--- config.mk ---
export PLATFORM = sky130hd
export DESIGN_NAME = tcw_ctrl
export DESIGN_NICKNAME = d
export VERILOG_FILES = /design/src/sv/text_console_writer_top_defines.svh /design/src/sv/tcw_pkg.sv /design/src/sv/tcw_ctrl.sv
export SDC_FILE = /design/constraint.sdc
export NUM_CORES = 1
export LEC_CHECK = 0
export BUFFER_PORTS_ARGS = -buffer_cell sky130_fd_sc_hd__buf_2
export CORE_AREA = 2 2 39 41
export DETAILED_ROUTE_END_ITERATION = 8
export DIE_AREA = 0 0 41 43
export GPL_TIMING_DRIVEN = 0
export REMOVE_ABC_BUFFERS = 1
export SLEW_MARGIN = 15
export SYNTH_ARGS = -nofsm -noshare
export SYNTH_HDL_FRONTEND = slang
export SYNTH_SLANG_ARGS = --single-unit
--- constraint.sdc ---
create_clock -name clk -period 1.2 [get_ports clk]
set_input_delay 0.24 -clock clk [delete_from_list [all_inputs] [get_ports clk]]
set_output_delay 0.24 -clock clk [all_outputs]
set_load 0.01 [all_outputs]
--- src/sv/text_console_writer_top_defines.svh ---
// ----------------------------------------------------------------------------
// text_console_writer_top_defines.svh
// Assertion macros used by the console writer top level.
// ----------------------------------------------------------------------------
`ifndef TEXT_CONSOLE_WRITER_TOP_DEFINES_SVH
`define TEXT_CONSOLE_WRITER_TOP_DEFINES_SVH

// same-cycle implication, sampled on clk, off during reset
`define TCW_ASSERT_NOW(name, ante, cons, msg) \
	name: assert property (@(posedge clk) disable iff (!arst_n) (ante) |-> (cons)) \
		else $error(msg);

// next-cycle implication, sampled on clk, off during reset
`define TCW_ASSERT_NEXT(name, ante, cons, msg) \
	name: assert property (@(posedge clk) disable iff (!arst_n) (ante) |=> (cons)) \
		else $error(msg);

`endif

--- src/sv/tcw_pkg.sv ---
// ----------------------------------------------------------------------------
// tcw_pkg
// Types and constants for the text console writer.
// ----------------------------------------------------------------------------
`default_nettype none

package tcw_pkg;

	localparam int unsigned COLUMNS_DEF = 80;
	localparam int unsigned ROWS_DEF    = 25;

	localparam logic [7:0] NEWLINE_CODE = 8'h0A;
	localparam logic [7:0] BLANK_CODE   = 8'h20;
	localparam logic [7:0] RESET_COLOR  = 8'h0F;

	// word index of the attribute register
	localparam logic REG_TEXT_COLOR = 1'b0;

	typedef enum logic {
		OP_PUT  = 1'b0,
		OP_READ = 1'b1
	} tcw_op_t;

	typedef enum logic [2:0] {
		ST_INIT,
		ST_IDLE,
		ST_EXEC,
		ST_RESP,
		ST_SCROLL
	} tcw_state_t;

	typedef struct packed {
		logic take_item;
		logic exec;
		logic load_result;
		logic init_clear;
		logic row_clear;
	} tcw_cmd_t;

	typedef struct packed {
		logic scroll;
		logic init_done;
		logic row_done;
		logic out_busy;
	} tcw_status_t;

endpackage

`default_nettype wire

--- src/sv/tcw_ctrl.sv ---
// ----------------------------------------------------------------------------
// tcw_ctrl
// Sequencer: screen clear after reset, item execution, scroll row clear.
// ----------------------------------------------------------------------------
`default_nettype none

module tcw_ctrl (
	input  wire logic                clk,
	input  wire logic                arst_n,
	input  wire logic                in_valid,
	output logic                     in_ready,
	input  wire logic                out_ready,
	input  wire tcw_pkg::tcw_status_t status,
	output tcw_pkg::tcw_cmd_t        cmd
);

	import tcw_pkg::*;

	tcw_state_t state_q;
	tcw_state_t state_nxt;
	logic       slot_free;

	assign slot_free = !status.out_busy || out_ready;

	always_ff @(posedge clk or negedge arst_n) begin
		if (!arst_n) begin
			state_q <= ST_INIT;
		end else begin
			state_q <= state_nxt;
		end
	end

	always_comb begin
		state_nxt = state_q;
		cmd       = '0;
		in_ready  = 1'b0;
		unique case (state_q)
			ST_INIT: begin
				cmd.init_clear = 1'b1;
				if (status.init_done) begin
					state_nxt = ST_IDLE;
				end
			end
			ST_IDLE: begin
				in_ready = 1'b1;
				if (in_valid) begin
					cmd.take_item = 1'b1;
					state_nxt     = ST_EXEC;
				end
			end
			ST_EXEC: begin
				cmd.exec  = 1'b1;
				state_nxt = ST_RESP;
			end
			ST_RESP: begin
				if (slot_free) begin
					cmd.load_result = 1'b1;
					if (status.scroll) begin
						state_nxt = ST_SCROLL;
					end else begin
						in_ready = 1'b1;
						if (in_valid) begin
							cmd.take_item = 1'b1;
							state_nxt     = ST_EXEC;
						end else begin
							state_nxt = ST_IDLE;
						end
					end
				end
			end
			ST_SCROLL: begin
				cmd.row_clear = 1'b1;
				if (status.row_done) begin
					state_nxt = ST_IDLE;
				end
			end
			default: begin
				state_nxt = ST_IDLE;
			end
		endcase
	end

endmodule

`default_nettype wire

==> impl_metrics.ini <==
[yosys]
synth_seq_cells = 3
yosysSeqAreaShare_pct = 30.2
synth_top_area_share_pct = 30.2
synth_ff_type = dfrtp_1
postSynth.asyncResetShare_pct = 100
synth_area_per_cell_um2 = 8.89
syn_inst = 28
synth_top_area_cell = dfrtp_1
ys_top_cells_by_area = dfrtp_1, nor4_4, a21oi_1
syn_area_um2 = 249
netlist-cell-type-count = 19
synth_edf_count = 0
yosysWarnings = 0

[placement]
finalWeightedCongestion = 0.715
dpl-instance-area_um2 = 315
place_inst = 55
numPortBuffers = 13

[outcome]
status = finished with violations
violations = setup timing

[global_routing]
grt_use_met3_pct = 1.57
gr-usage-met1_pct = 10.4
grt_use_total_pct = 9.15
overflow = 0
grt_first_pass_wirelength_um = 1040
busiest_layer = met2
antenna_found_initial = 0
grt_pass1_vias = 260
met2_usage_pct = 13.8
grt_max_degree = 10

[sta]
whs_ns = 0.305
hold_viol = 0
fin_ws_ns = -0.205
slew_viol_final = 0
rsz0062_at_grt = yes
fin_crit_ns = 1.40
finalSetupViolCount = 6
max_slew.worst_pin.slew_ns = 0.242
setup_tns_ns = -0.938
period_share_pct = 117
skew_ns = 0.00326
slew_headroom_pct = 83.8
fmax_ghz = 0.712

[critical_path]
crit_family = flip-flops
cp_num_buf_inv = 2
critPathLaunchType = flip-flop
cp.depth = 3
arrival_ns = 1.16
reg2reg_depth = 5
slowest_delay_ns = 0.42
required_ns = 0.96
crit_chain = inv_2, nor4_4, buf_2
path_class = reg -> out
crit_slowest_cell = dfrtp_2
end_kind = output port
crit_fanout = 5

[clock_network]
cts_tree = done
cts_buffer_depth = 2
clk_pin_slew_ns = 0.04
clock_latency_ns = 0.24
cts_max_level = 1
clkSinkCount = 3
cts_inserted_buffers = 3
cts_root_buf = clkbuf_4

[floorplanning]
io_pins = 14
start_util_pct = 18.0
dieWidth_um = 41
dieArea_um2 = 1760
die_h_um = 43
core_area_um2 = 1380
rows = 14

[power]
ir_worst_vdd_v = 0.000739
p_per_area_nw_per_um2 = 2380
leakage_nw = 0.202

[layout]
fin_util_pct = 31.1
top_register = state_q
finalNonFillerCells = 66
final_area_um2 = 430
largestRegisters = state_q x3
finalNetCount = 59
largest_reg_flops = 3
diodes = 0
areaGrowthSynthToFinish_pct = 72.9
drive_gt1_share_pct = 68.0
fillers = 156
multi_input_area_um2 = 156
layout.area.seq_um2 = 78.8

[detailed_routing]
wl_per_cell_um = 10.3
routed-via-count = 282
dr.pass1.iters = 2
initialDrtViolationCount = 1
viasPerCell = 4.27
ant_nets = 0
drc_errors = 0
drt_wl_total_um = 682

[worst_hold_path]
hold_class = in -> reg
worstHoldPathCells = 3

[run]
maxCapViolations = 0
kinds of logic after synthesis:
group	Yosys count	synth area share, %
muxes	1	4.02
and+or+nand+nor	11	35.2
buffers and inverters	5	12.1
AOI/OAI and AO/OA	8	18.6
DFF	3	30.1
cell usage after synthesis, drive strengths merged, types with 2 or more instances:
library cell	number
nor2	2
dfrtp	3
buf	2
nor3	2
o21ai	3
a21oi	3
inv	3
nor2b	3
power by group:
part           leakage [nW]  internal [W]  switching [W]
clock network        0.0150      0.000125      0.0000566
logic                 0.153      0.000352       0.000255
registers            0.0334      0.000151      0.0000848
area by class of cell:
cell class,count,share of cell area [%]
clock buffers,4,6.10
multi-input cells,20,36.3
inverters,3,2.62
well taps,16,4.65
repair buffers,20,32.0
flip-flops and latches,3,18.3
worst register-to-register path, cell delays in order, from the launching register on:
cell,delay [ns]
dfrtp_2,0.44
buf_6,0.14
buf_6,0.11
nor2b_1,0.10
o21ai_1,0.08
a21oi_1,0.15
per-stage QoR:
step | power (W) | setup slack [ns]
2_1_floorplan | 0.000478 | 0.0961
3_3_place_gp | 0.000606 | -0.0659
3_5_place_dp | 0.000613 | -0.106
4_1_cts | 0.000927 | -0.228
5_1_grt | 0.00110 | -0.266
6_report | 0.00102 | -0.205
layout by cell type (no fill, tap or decap), drive strengths merged, types with 2 or more instances in the layout:
cell    count
inv         3
nor2        2
dfrtp       3
nor2b       3
o21ai       3
clkbuf      4
buf        19
nor3        2
a21oi       3
layer usage:
metal	share of wire, %	wire, um
met1	39	269
met2	54	369
met3	6.3	43
met4	0	0
met5	0	0
worst paths after layout:
kind                         endpoint       start  slack, ns
setup / recovery               cmd[2]  state_q[1]      -0.20
hold reg to reg            state_q[1]  state_q[2]       0.59
max in group asynchronous  state_q[2]      arst_n       0.76
min in group asynchronous  state_q[0]      arst_n       0.33
setup reg to reg           state_q[1]  state_q[1]       0.10
hold / removal             state_q[2]   status[1]       0.31
repair_timing:
action | 4_1_cts | 5_1_grt
endpoints found under the hold margin | 3 | 0
endpoints found under the setup margin | 6 | 7
pin swaps | 0 | 6
gates resized for setup | 4 | 6
hold buffers | 1 | 0
setup buffers | 4 | 2
Note: power is estimated with default switching activity, not from simulation.
